===== src/rtl/urba_pkg.sv =====
// Package for the Unicode range bit accumulator.
// It holds the range table as a classify function and shared widths.
// It depends on nothing.
`timescale 1ns / 1ps
`default_nettype none
package urba_pkg;

    localparam int CpWidth   = 21;
    localparam int MaskWidth = 123;
    localparam int IdxWidth  = 16;

    localparam logic [CpWidth-1:0] LeastReset = 21'h00FFFF;
    localparam logic [CpWidth-1:0] PlaneTwo   = 21'h010000;

    typedef struct packed {
        logic [MaskWidth-1:0] bits;
        logic [CpWidth-1:0]   cp;
        logic                 last;
    } class_item_t;

    function automatic logic in_span(input logic [CpWidth-1:0] cp,
                                     input logic [CpWidth-1:0] lo,
                                     input logic [CpWidth-1:0] hi);
        in_span = (cp >= lo) && (cp <= hi);
    endfunction

    function automatic logic [MaskWidth-1:0] classify(input logic [CpWidth-1:0] cp);
        logic [MaskWidth-1:0] m;
        m = '0;
        m[0]   = in_span(cp, 21'h0000, 21'h007F);
        m[1]   = in_span(cp, 21'h0080, 21'h00FF);
        m[2]   = in_span(cp, 21'h0100, 21'h017F);
        m[3]   = in_span(cp, 21'h0180, 21'h024F);
        m[4]   = in_span(cp, 21'h0250, 21'h02AF) | in_span(cp, 21'h1D00, 21'h1DBF);
        m[5]   = in_span(cp, 21'h02B0, 21'h02FF) | in_span(cp, 21'hA700, 21'hA71F);
        m[6]   = in_span(cp, 21'h0300, 21'h036F) | in_span(cp, 21'h1DC0, 21'h1DFF);
        m[7]   = in_span(cp, 21'h0370, 21'h03FF);
        m[8]   = in_span(cp, 21'h2C80, 21'h2CFF);
        m[9]   = in_span(cp, 21'h0400, 21'h052F) | in_span(cp, 21'h2DE0, 21'h2DFF)
               | in_span(cp, 21'hA640, 21'hA69F);
        m[10]  = in_span(cp, 21'h0530, 21'h058F);
        m[11]  = in_span(cp, 21'h0590, 21'h05FF);
        m[12]  = in_span(cp, 21'hA500, 21'hA63F);
        m[13]  = in_span(cp, 21'h0600, 21'h06FF) | in_span(cp, 21'h0750, 21'h077F);
        m[14]  = in_span(cp, 21'h07C0, 21'h07FF);
        m[15]  = in_span(cp, 21'h0900, 21'h097F);
        m[16]  = in_span(cp, 21'h0980, 21'h09FF);
        m[17]  = in_span(cp, 21'h0A00, 21'h0A7F);
        m[18]  = in_span(cp, 21'h0A80, 21'h0AFF);
        m[19]  = in_span(cp, 21'h0B00, 21'h0B7F);
        m[20]  = in_span(cp, 21'h0B80, 21'h0BFF);
        m[21]  = in_span(cp, 21'h0C00, 21'h0C7F);
        m[22]  = in_span(cp, 21'h0C80, 21'h0CFF);
        m[23]  = in_span(cp, 21'h0D00, 21'h0D7F);
        m[24]  = in_span(cp, 21'h0E00, 21'h0E7F);
        m[25]  = in_span(cp, 21'h0E80, 21'h0EFF);
        m[26]  = in_span(cp, 21'h10A0, 21'h10FF) | in_span(cp, 21'h2D00, 21'h2D2F);
        m[27]  = in_span(cp, 21'h1B00, 21'h1B7F);
        m[28]  = in_span(cp, 21'h1100, 21'h11FF);
        m[29]  = in_span(cp, 21'h1E00, 21'h1EFF) | in_span(cp, 21'h2C60, 21'h2C7F)
               | in_span(cp, 21'hA720, 21'hA7FF);
        m[30]  = in_span(cp, 21'h1F00, 21'h1FFF);
        m[31]  = in_span(cp, 21'h2000, 21'h206F) | in_span(cp, 21'h2E00, 21'h2E7F);
        m[32]  = in_span(cp, 21'h2070, 21'h209F);
        m[33]  = in_span(cp, 21'h20A0, 21'h20CF);
        m[34]  = in_span(cp, 21'h20D0, 21'h20FF);
        m[35]  = in_span(cp, 21'h2100, 21'h214F);
        m[36]  = in_span(cp, 21'h2150, 21'h218F);
        m[37]  = in_span(cp, 21'h2190, 21'h21FF) | in_span(cp, 21'h27F0, 21'h27FF)
               | in_span(cp, 21'h2900, 21'h297F) | in_span(cp, 21'h2B00, 21'h2BFF);
        m[38]  = in_span(cp, 21'h2200, 21'h22FF) | in_span(cp, 21'h2A00, 21'h2AFF)
               | in_span(cp, 21'h27C0, 21'h27EF) | in_span(cp, 21'h2980, 21'h29FF);
        m[39]  = in_span(cp, 21'h2300, 21'h23FF);
        m[40]  = in_span(cp, 21'h2400, 21'h243F);
        m[41]  = in_span(cp, 21'h2440, 21'h245F);
        m[42]  = in_span(cp, 21'h2460, 21'h24FF);
        m[43]  = in_span(cp, 21'h2500, 21'h257F);
        m[44]  = in_span(cp, 21'h2580, 21'h259F);
        m[45]  = in_span(cp, 21'h25A0, 21'h25FF);
        m[46]  = in_span(cp, 21'h2600, 21'h26FF);
        m[47]  = in_span(cp, 21'h2700, 21'h27BF);
        m[48]  = in_span(cp, 21'h3000, 21'h303F);
        m[49]  = in_span(cp, 21'h3040, 21'h309F);
        m[50]  = in_span(cp, 21'h30A0, 21'h30FF) | in_span(cp, 21'h31F0, 21'h31FF);
        m[51]  = in_span(cp, 21'h3100, 21'h312F) | in_span(cp, 21'h31A0, 21'h31BF);
        m[52]  = in_span(cp, 21'h3130, 21'h318F);
        m[53]  = in_span(cp, 21'hA840, 21'hA87F);
        m[54]  = in_span(cp, 21'h3200, 21'h32FF);
        m[55]  = in_span(cp, 21'h3300, 21'h33FF);
        m[56]  = in_span(cp, 21'hAC00, 21'hD7AF);
        m[57]  = in_span(cp, 21'hD800, 21'hDFFF) | (cp >= PlaneTwo);
        m[58]  = in_span(cp, 21'h10900, 21'h1091F);
        m[59]  = in_span(cp, 21'h4E00, 21'h9FFF) | in_span(cp, 21'h2E80, 21'h2EFF)
               | in_span(cp, 21'h2F00, 21'h2FDF) | in_span(cp, 21'h2FF0, 21'h2FFF)
               | in_span(cp, 21'h3400, 21'h4DBF) | in_span(cp, 21'h20000, 21'h2F7FF)
               | in_span(cp, 21'h3190, 21'h319F);
        m[60]  = in_span(cp, 21'hE000, 21'hF8FF);
        m[61]  = in_span(cp, 21'h31C0, 21'h31EF) | in_span(cp, 21'hF900, 21'hFAFF)
               | in_span(cp, 21'h2F800, 21'h2FA1F);
        m[62]  = in_span(cp, 21'hFB00, 21'hFB4F);
        m[63]  = in_span(cp, 21'hFB50, 21'hFDFF);
        m[64]  = in_span(cp, 21'hFE20, 21'hFE2F);
        m[65]  = in_span(cp, 21'hFE10, 21'hFE1F) | in_span(cp, 21'hFE30, 21'hFE4F);
        m[66]  = in_span(cp, 21'hFE50, 21'hFE6F);
        m[67]  = in_span(cp, 21'hFE70, 21'hFEFF);
        m[68]  = in_span(cp, 21'hFF00, 21'hFFEF);
        m[69]  = in_span(cp, 21'hFFF0, 21'hFFFF);
        m[70]  = in_span(cp, 21'h0F00, 21'h0FFF);
        m[71]  = in_span(cp, 21'h0700, 21'h074F);
        m[72]  = in_span(cp, 21'h0780, 21'h07BF);
        m[73]  = in_span(cp, 21'h0D80, 21'h0DFF);
        m[74]  = in_span(cp, 21'h1000, 21'h109F);
        m[75]  = in_span(cp, 21'h1200, 21'h139F) | in_span(cp, 21'h2D80, 21'h2DDF);
        m[76]  = in_span(cp, 21'h13A0, 21'h13FF);
        m[77]  = in_span(cp, 21'h1400, 21'h167F);
        m[78]  = in_span(cp, 21'h1680, 21'h169F);
        m[79]  = in_span(cp, 21'h16A0, 21'h16FF);
        m[80]  = in_span(cp, 21'h1780, 21'h17FF) | in_span(cp, 21'h19E0, 21'h19FF);
        m[81]  = in_span(cp, 21'h1800, 21'h18AF);
        m[82]  = in_span(cp, 21'h2800, 21'h28FF);
        m[83]  = in_span(cp, 21'hA000, 21'hA4CF);
        m[84]  = in_span(cp, 21'h1700, 21'h177F);
        m[85]  = in_span(cp, 21'h10300, 21'h1032F);
        m[86]  = in_span(cp, 21'h10330, 21'h1034F);
        m[87]  = in_span(cp, 21'h10400, 21'h1044F);
        m[88]  = in_span(cp, 21'h1D000, 21'h1D24F);
        m[89]  = in_span(cp, 21'h1D400, 21'h1D7FF);
        m[90]  = in_span(cp, 21'hFF000, 21'hFFFFD) | in_span(cp, 21'h100000, 21'h10FFFD);
        m[91]  = in_span(cp, 21'hFE00, 21'hFE0F) | in_span(cp, 21'hE0100, 21'hE01EF);
        m[92]  = in_span(cp, 21'hE0000, 21'hE007F);
        m[93]  = in_span(cp, 21'h1900, 21'h194F);
        m[94]  = in_span(cp, 21'h1950, 21'h197F);
        m[95]  = in_span(cp, 21'h1980, 21'h19DF);
        m[96]  = in_span(cp, 21'h1A00, 21'h1A1F);
        m[97]  = in_span(cp, 21'h2C00, 21'h2C5F);
        m[98]  = in_span(cp, 21'h2D30, 21'h2D7F);
        m[99]  = in_span(cp, 21'h4DC0, 21'h4DFF);
        m[100] = in_span(cp, 21'hA800, 21'hA82F);
        m[101] = in_span(cp, 21'h10000, 21'h1013F);
        m[102] = in_span(cp, 21'h10140, 21'h1018F);
        m[103] = in_span(cp, 21'h10380, 21'h1039F);
        m[104] = in_span(cp, 21'h103A0, 21'h103DF);
        m[105] = in_span(cp, 21'h10450, 21'h1047F);
        m[106] = in_span(cp, 21'h10480, 21'h104AF);
        m[107] = in_span(cp, 21'h10800, 21'h1083F);
        m[108] = in_span(cp, 21'h10A00, 21'h10A5F);
        m[109] = in_span(cp, 21'h1D300, 21'h1D35F);
        m[110] = in_span(cp, 21'h12000, 21'h1247F);
        m[111] = in_span(cp, 21'h1D360, 21'h1D37F);
        m[112] = in_span(cp, 21'h1B80, 21'h1BBF);
        m[113] = in_span(cp, 21'h1C00, 21'h1C4F);
        m[114] = in_span(cp, 21'h1C50, 21'h1C7F);
        m[115] = in_span(cp, 21'hA880, 21'hA8DF);
        m[116] = in_span(cp, 21'hA900, 21'hA92F);
        m[117] = in_span(cp, 21'hA930, 21'hA95F);
        m[118] = in_span(cp, 21'hAA00, 21'hAA5F);
        m[119] = in_span(cp, 21'h10190, 21'h101CF);
        m[120] = in_span(cp, 21'h101D0, 21'h101FF);
        m[121] = in_span(cp, 21'h10280, 21'h102DF) | in_span(cp, 21'h10920, 21'h1093F);
        m[122] = in_span(cp, 21'h1F000, 21'h1F09F);
        classify = m;
    endfunction

    function automatic logic [IdxWidth-1:0] clamp_index(input logic [CpWidth-1:0] cp);
        clamp_index = (cp >= PlaneTwo) ? {IdxWidth{1'b1}} : cp[IdxWidth-1:0];
    endfunction

endpackage
`default_nettype wire


===== src/rtl/urba_front.sv =====
// Front stage: accepts code points and registers their range bit masks.
// Depends on urba_pkg.
`timescale 1ns / 1ps
`default_nettype none
module urba_front
(
    input  wire logic                 clk,
    input  wire logic                 rst_n,
    input  wire logic                 in_valid,
    output logic                      in_stall,
    input  wire logic [20:0]          code_point,
    input  wire logic                 last_point,
    output logic                      fq_valid,
    input  wire logic                 fq_stall,
    output urba_pkg::class_item_t     fq_item
);
    import urba_pkg::*;

    logic        valid_reg;
    class_item_t item_reg;

    assign in_stall = valid_reg & fq_stall;
    assign fq_valid = valid_reg;
    assign fq_item  = item_reg;

    always_ff @(posedge clk or negedge rst_n)
    begin
        if (!rst_n)
            valid_reg <= 1'b0;
        else if (!in_stall)
            valid_reg <= in_valid;
    end

    always_ff @(posedge clk)
    begin
        if (!in_stall && in_valid)
        begin
            item_reg.bits <= classify(code_point);
            item_reg.cp   <= code_point;
            item_reg.last <= last_point;
        end
    end
endmodule
`default_nettype wire


===== src/rtl/urba_queue.sv =====
// Two-entry queue between classify and accumulate stages.
// Depends on urba_pkg.
`timescale 1ns / 1ps
`default_nettype none
module urba_queue
(
    input  wire logic             clk,
    input  wire logic             rst_n,
    input  wire logic             wr_valid,
    output logic                  wr_stall,
    input  urba_pkg::class_item_t wr_item,
    output logic                  rd_valid,
    input  wire logic             rd_stall,
    output urba_pkg::class_item_t rd_item
);
    import urba_pkg::*;

    class_item_t mem_reg [2];
    logic        wptr_reg;
    logic        rptr_reg;
    logic [1:0]  count_reg;
    logic        push;
    logic        pop;

    assign wr_stall = (count_reg == 2'd2);
    assign rd_valid = (count_reg != 2'd0);
    assign rd_item  = mem_reg[rptr_reg];
    assign push     = wr_valid & ~wr_stall;
    assign pop      = rd_valid & ~rd_stall;

    always_ff @(posedge clk or negedge rst_n)
    begin
        if (!rst_n)
        begin
            wptr_reg  <= 1'b0;
            rptr_reg  <= 1'b0;
            count_reg <= 2'd0;
        end
        else
        begin
            if (push)
                wptr_reg <= ~wptr_reg;
            if (pop)
                rptr_reg <= ~rptr_reg;
            count_reg <= count_reg + {1'b0, push} - {1'b0, pop};
        end
    end

    always_ff @(posedge clk)
    begin
        if (push)
            mem_reg[wptr_reg] <= wr_item;
    end
endmodule
`default_nettype wire


===== src/rtl/urba_back.sv =====
// Back stage: ORs masks, tracks least and greatest point, emits on last.
// Depends on urba_pkg.
`timescale 1ns / 1ps
`default_nettype none
module urba_back
(
    input  wire logic             clk,
    input  wire logic             rst_n,
    input  wire logic             q_valid,
    output logic                  q_stall,
    input  urba_pkg::class_item_t q_item,
    output logic                  out_valid,
    input  wire logic             out_stall,
    output logic [31:0]           range_bits_1,
    output logic [31:0]           range_bits_2,
    output logic [31:0]           range_bits_3,
    output logic [26:0]           range_bits_4,
    output logic [15:0]           first_char_index,
    output logic [15:0]           last_char_index
);
    import urba_pkg::*;

    logic [MaskWidth-1:0] mask_reg;
    logic [CpWidth-1:0]   least_reg;
    logic [CpWidth-1:0]   great_reg;
    logic                 ovalid_reg;
    logic [MaskWidth-1:0] omask_reg;
    logic [IdxWidth-1:0]  ofirst_reg;
    logic [IdxWidth-1:0]  olast_reg;
    logic                 take;
    logic [MaskWidth-1:0] mask_next;
    logic [CpWidth-1:0]   least_next;
    logic [CpWidth-1:0]   great_next;

    // a last transaction needs the output register free
    assign q_stall = q_item.last & ovalid_reg & out_stall;
    assign take    = q_valid & ~q_stall;

    assign mask_next  = mask_reg | q_item.bits;
    assign least_next = (q_item.cp < least_reg) ? q_item.cp : least_reg;
    assign great_next = (q_item.cp > great_reg) ? q_item.cp : great_reg;

    always_ff @(posedge clk or negedge rst_n)
    begin
        if (!rst_n)
        begin
            mask_reg   <= '0;
            least_reg  <= LeastReset;
            great_reg  <= '0;
            ovalid_reg <= 1'b0;
        end
        else
        begin
            if (ovalid_reg && !out_stall)
                ovalid_reg <= 1'b0;
            if (take)
            begin
                if (q_item.last)
                begin
                    mask_reg   <= '0;
                    least_reg  <= LeastReset;
                    great_reg  <= '0;
                    ovalid_reg <= 1'b1;
                end
                else
                begin
                    mask_reg  <= mask_next;
                    least_reg <= least_next;
                    great_reg <= great_next;
                end
            end
        end
    end

    always_ff @(posedge clk)
    begin
        if (take && q_item.last)
        begin
            omask_reg  <= mask_next;
            ofirst_reg <= clamp_index(least_next);
            olast_reg  <= clamp_index(great_next);
        end
    end

    assign out_valid        = ovalid_reg;
    assign range_bits_1     = omask_reg[31:0];
    assign range_bits_2     = omask_reg[63:32];
    assign range_bits_3     = omask_reg[95:64];
    assign range_bits_4     = omask_reg[122:96];
    assign first_char_index = ofirst_reg;
    assign last_char_index  = olast_reg;
endmodule
`default_nettype wire


===== src/rtl/unicode_range_bit_accumulator_unit.sv =====
// Top level of the Unicode range bit accumulator: front, queue, back.
// Depends on urba_pkg, urba_front, urba_queue, urba_back.
//
//  channel | handshake          | payload
//  in      | in_valid/in_stall  | code_point, last_point
//  out     | out_valid/out_stall| range_bits_1..4, first/last_char_index
//
// One code point per cycle sustained while in_stall stays low. A taken
// transaction is registered in the front stage, then written into the queue,
// then accumulated by the back stage, which raises out_valid for a last point.
// Reset clears masks and all valid flags; min starts at 0xFFFF, max at 0.
// The back stage stalls only on a last point while a result still waits; the
// queue lets the front keep taking transactions until it fills.
`timescale 1ns / 1ps
`default_nettype none
module unicode_range_bit_accumulator_unit
(
    input  wire logic        clk,
    input  wire logic        rst_n,
    input  wire logic        in_valid,
    output logic             in_stall,
    input  wire logic [20:0] code_point,
    input  wire logic        last_point,
    output logic             out_valid,
    input  wire logic        out_stall,
    output logic [31:0]      range_bits_1,
    output logic [31:0]      range_bits_2,
    output logic [31:0]      range_bits_3,
    output logic [26:0]      range_bits_4,
    output logic [15:0]      first_char_index,
    output logic [15:0]      last_char_index
);
    import urba_pkg::*;

    logic        fq_valid;
    logic        fq_stall;
    class_item_t fq_item;
    logic        q_valid;
    logic        q_stall;
    class_item_t q_item;

    urba_front u_front
    (
        .clk        (clk),
        .rst_n      (rst_n),
        .in_valid   (in_valid),
        .in_stall   (in_stall),
        .code_point (code_point),
        .last_point (last_point),
        .fq_valid   (fq_valid),
        .fq_stall   (fq_stall),
        .fq_item    (fq_item)
    );

    urba_queue u_queue
    (
        .clk      (clk),
        .rst_n    (rst_n),
        .wr_valid (fq_valid),
        .wr_stall (fq_stall),
        .wr_item  (fq_item),
        .rd_valid (q_valid),
        .rd_stall (q_stall),
        .rd_item  (q_item)
    );

    urba_back u_back
    (
        .clk              (clk),
        .rst_n            (rst_n),
        .q_valid          (q_valid),
        .q_stall          (q_stall),
        .q_item           (q_item),
        .out_valid        (out_valid),
        .out_stall        (out_stall),
        .range_bits_1     (range_bits_1),
        .range_bits_2     (range_bits_2),
        .range_bits_3     (range_bits_3),
        .range_bits_4     (range_bits_4),
        .first_char_index (first_char_index),
        .last_char_index  (last_char_index)
    );

    // hold a stalled result unchanged
    a_out_hold: assert property (@(posedge clk) disable iff (!rst_n)
        (out_valid && out_stall) |=> (out_valid && $stable(range_bits_1)
                                      && $stable(range_bits_2) && $stable(range_bits_3)
                                      && $stable(range_bits_4)
                                      && $stable(first_char_index)
                                      && $stable(last_char_index)))
        else $error("stalled result changed");

    // queue never overflows: front stall only when back side is blocked
    a_stall_cause: assert property (@(posedge clk) disable iff (!rst_n)
        fq_stall |-> (q_valid && q_stall) || $past(q_stall))
        else $error("queue full without back stall");

    a_first_le_last: assert property (@(posedge clk) disable iff (!rst_n)
        out_valid |-> (first_char_index <= last_char_index
                       || first_char_index == 16'hFFFF))
        else $error("first index above last index");
endmodule
`default_nettype wire


===== config.mk =====
export PLATFORM = sky130hd
export DESIGN_NAME = unicode_range_bit_accumulator_unit
export DESIGN_NICKNAME = d
export VERILOG_FILES = /design/src/rtl/urba_pkg.sv /design/src/rtl/urba_front.sv /design/src/rtl/urba_queue.sv /design/src/rtl/urba_back.sv /design/src/rtl/unicode_range_bit_accumulator_unit.sv
export SDC_FILE = /design/constraint.sdc
export NUM_CORES = 1
export LEC_CHECK = 0
export BUFFER_PORTS_ARGS = -buffer_cell sky130_fd_sc_hd__buf_2
export CAP_MARGIN = 20
export CORE_ASPECT_RATIO = 1.25
export CORE_MARGIN = 2
export CORE_UTILIZATION = 60
export DETAILED_ROUTE_END_ITERATION = 10
export PLACE_DENSITY = 0.75
export SETUP_SLACK_MARGIN = 0.5
export SLEW_MARGIN = 10
export SYNTH_ARGS = -nofsm -noshare
export SYNTH_HDL_FRONTEND = slang
export SYNTH_SLANG_ARGS = --single-unit

===== constraint.sdc =====
create_clock -name clk -period 8.5 [get_ports clk]
set_input_delay 1.275 -clock clk [delete_from_list [all_inputs] [get_ports clk]]
set_output_delay 1.275 -clock clk [all_outputs]
set_load 0.05 [all_outputs]

==> metrics.txt <==
status=complete, no violations; crit path cell chain=buf_4 -> mux2i_1 -> o22ai_1 -> clkinv_2 -> buf_4 -> ha_1 -> inv_1 -> ha_1 -> xnor2_1 -> xnor2_1; Worst Setup End Kind=register; CTS sink cnt=~760; setup_tns=0 ns; Die Wd=207 um; Port Buffers=182; Largest stage delay, worst path=0.90 ns; PostCTS Resize Cnt=0; post-DP HPWL=around 57000 um; CP Max Fanout=slightly above 70; Die Y=approximately 260 um; met2 routed WL=42200 um; placed cells=3001; Root Driver=clkbuf_16; relative slew slack=0.242; Core Area=51200 um2; Worst-Margin Slew=1.14 ns; Vias/cell=6.31; via count=slightly below 20k; Top Metal Used=met5; Clock Path Buffers=3; post-CTS setup buffer count=0; final-report setup violation count=0; fin crit share=0.599; H-tree depth=3; ys async rst share=0.225; Worst Hold Depth=0; Area Growth Syn to Fin=13.7%; Critical Path RT=9.03 ns; Tmin final=5.09 ns; placer congestion estimate=1.07; HP Class=reg2reg; Hold Buf Count CTS=0; DR WL met3=approximately 6000 um; remaining global-route overflow=0; max FFs per register=290; Reg2Reg Depth=10; CP arrival=5.62 ns; Core Rows=93; total routed wirelength=about 85000 um; first-pass GRT wire length=127000 um; number of global-route vias before repair=around 20k; post-synthesis average cell area=~14 um2; initial core utilization=0.605; CTS Buf Count=72; #FFs+latches synth=around 760; Post-synth EDFFs=590; io pins=~180; max-slew violations=0; Synth cell types=74; mapped cell area=between 30000 and 40000 um2; Fin Clk Skew=0.0169 ns; DRT met1 WL=32400 um; Max-cap violations=0; final hold viol count=0; die area=53400 um2; largest net degree at the start of global routing=155; VDD IR-drop max=0.432 mV; Setup CP Type=reg2reg; First-pass DRT Iterations=6; share of layout cells above drive strength 1=0.257; DRC=0; layout net count=2481; routed len/inst=27.2 um; clk slew on worst S/H paths=about 0.07 ns; startpoint types=register; clk_lat worst skew=0.62 ns; CTS tree=built; YS warnings=0; RSZ-0062 raised after global routing=false; Pwr Density=414 nW/um2; initial DRC count=2067; ys flop type=edfxtp_1; fin cells=around 3.1k; Pleak=between 0.01 and 0.015 uW; Seq/Total Area, Yosys=0.711; Mapped Nets=approximately 2.3k; GRT Util Overall=0.320; initial antenna violation count=5; Max Freq=196 MHz; critical path's slowest cell=clkinv_2; ANT nets after route=0; Mapped Cells=2224
==> critical path: cells and delay by family (launching register included) <==
kind                       cells  cell delay (ns)
adders and majority gates      2             0.64
DFF                            1             0.47
xor gates and xnor gates       2             0.35
muxes                          1             0.39
buffers and inverters          4             2.45
AOI/OAI and AO/OA              1             0.68
==> cell usage after synthesis (6+ instances only) <==
cell	count	area share
edfxtp_1	590	0.57
nor2_1	241	0.029
a21oi_1	176	0.028
dfrtp_1	155	0.13
or2_2	133	0.027
mux2_2	126	0.046
nand2_1	101	0.012
clkbuf_1	89	0.011
inv_1	67	0.0081
nor3_1	55	0.0089
a2bb2oi_1	48	0.014
ha_1	43	0.017
o21ai_0	41	0.0066
nand3_1	31	0.0050
nor4_1	29	0.0059
o2bb2ai_1	24	0.0068
a31oi_1	21	0.0042
mux2i_1	21	0.0068
nand4_1	19	0.0038
dfstp_2	16	0.014
and2_1	13	0.0026
and3_1	13	0.0026
or3_1	12	0.0024
a21o_1	11	0.0027
nand2b_1	11	0.0022
and4_1	8	0.0023
o22ai_1	8	0.0016
a22oi_1	7	0.0017
buf_1	7	0.00085
buf_2	7	0.0011
nor2b_1	7	0.0014
a2111oi_0	6	0.0017
a32oi_1	6	0.0017
nor3b_1	6	0.0015
o211ai_1	6	0.0015
o21a_1	6	0.0015
==> area by class of cell <==
type                    count  area (um2)
well taps                 665         832
clock inverters            53         697
flip-flops and latches    761       22000
clock buffers              81        1880
multi-input cells        1290        8310
inverters                  69         260
diodes                      2        5.00
repair buffers            218        1200
fillers                  3476       16000
==> report_power, final <==
group	leakage (uW)	internal [uW]	switching (uW)
clock	0.00125	2040	1390
sequential	0.00762	5720	458
combinational	0.00412	1510	3470
total	0.0130	9270	5320
==> placed cells by master, fill, tap and decap left out, drive strengths merged, types with 7 or more instances in the layout <==
master,netlist,routed
a21o,11,11
a21oi,177,177
a22oi,7,7
a2bb2oi,48,48
a31oi,21,21
and2,15,15
and3,13,13
and4,8,8
buf,15,218
bufinv,0,14
clkbuf,89,81
clkinv,1,26
clkinvlp,0,7
dfrtp,155,155
dfstp,16,16
edfxtp,590,590
ha,43,43
inv,68,75
mux2,126,126
mux2i,21,21
nand2,102,102
nand2b,11,11
nand3,32,32
nand4,19,19
nor2,241,241
nor2b,7,7
nor3,57,57
nor4,31,31
o211ai,7,7
o21ai,42,42
o22ai,8,8
o2bb2ai,24,24
or2,133,133
or3,12,12
==> final timing paths <==
check | from | slack (ns) | endpoint
max in group asynchronous | rst_n | 6.59 | u_back.mask_reg[4]
worst max-delay path | u_queue.rptr_reg | 3.41 | u_queue.count_reg[1]
worst max register to register | u_queue.rptr_reg | 3.41 | u_queue.count_reg[1]
worst min-delay path | u_front.fq_item[67] | 0.44 | u_queue.mem_reg[0][67]
worst min register to register | u_front.fq_item[67] | 0.44 | u_queue.mem_reg[0][67]
min in group asynchronous | rst_n | 0.59 | u_back.great_reg[4]
==> kinds of logic (layout without fill, tap and decap cells) <==
group | count (synthesis) | after routing | share of synthesized area
other | 0 | 2 | 0
and+or+nand+nor | 696 | 696 | 0.112
adders and majority gates | 43 | 43 | 0.0174
buffers and inverters | 173 | 421 | 0.0215
DFF | 761 | 761 | 0.711
AOI/OAI and AO/OA | 400 | 400 | 0.0841
muxes | 147 | 147 | 0.0526
xor gates and xnor gates | 4 | 4 | 0.00113
==> stage by stage <==
step                      total power [uW]  utilization  hold WS (ns)  setup WS, ns  instance area (um2)
after global routing                 15300        0.687         0.447          3.03                35200
after global placement               11000        0.637         0.422          3.49                32600
after detailed placement             11200        0.637         0.430          3.39                32600
final                                14600        0.688         0.439          3.41                35200
after CTS                            14700        0.687         0.439          3.33                35200
after floorplan                       9970            -         0.421          1.24                31000
==> metal layers <==
layer,track usage,vias up
met3,0.0598,261
met2,0.533,928
met1,0.406,9940
met4,0.163,8
li1,-,8660
met5,0,-
Note: power is estimated with default switching activity, not from simulation.
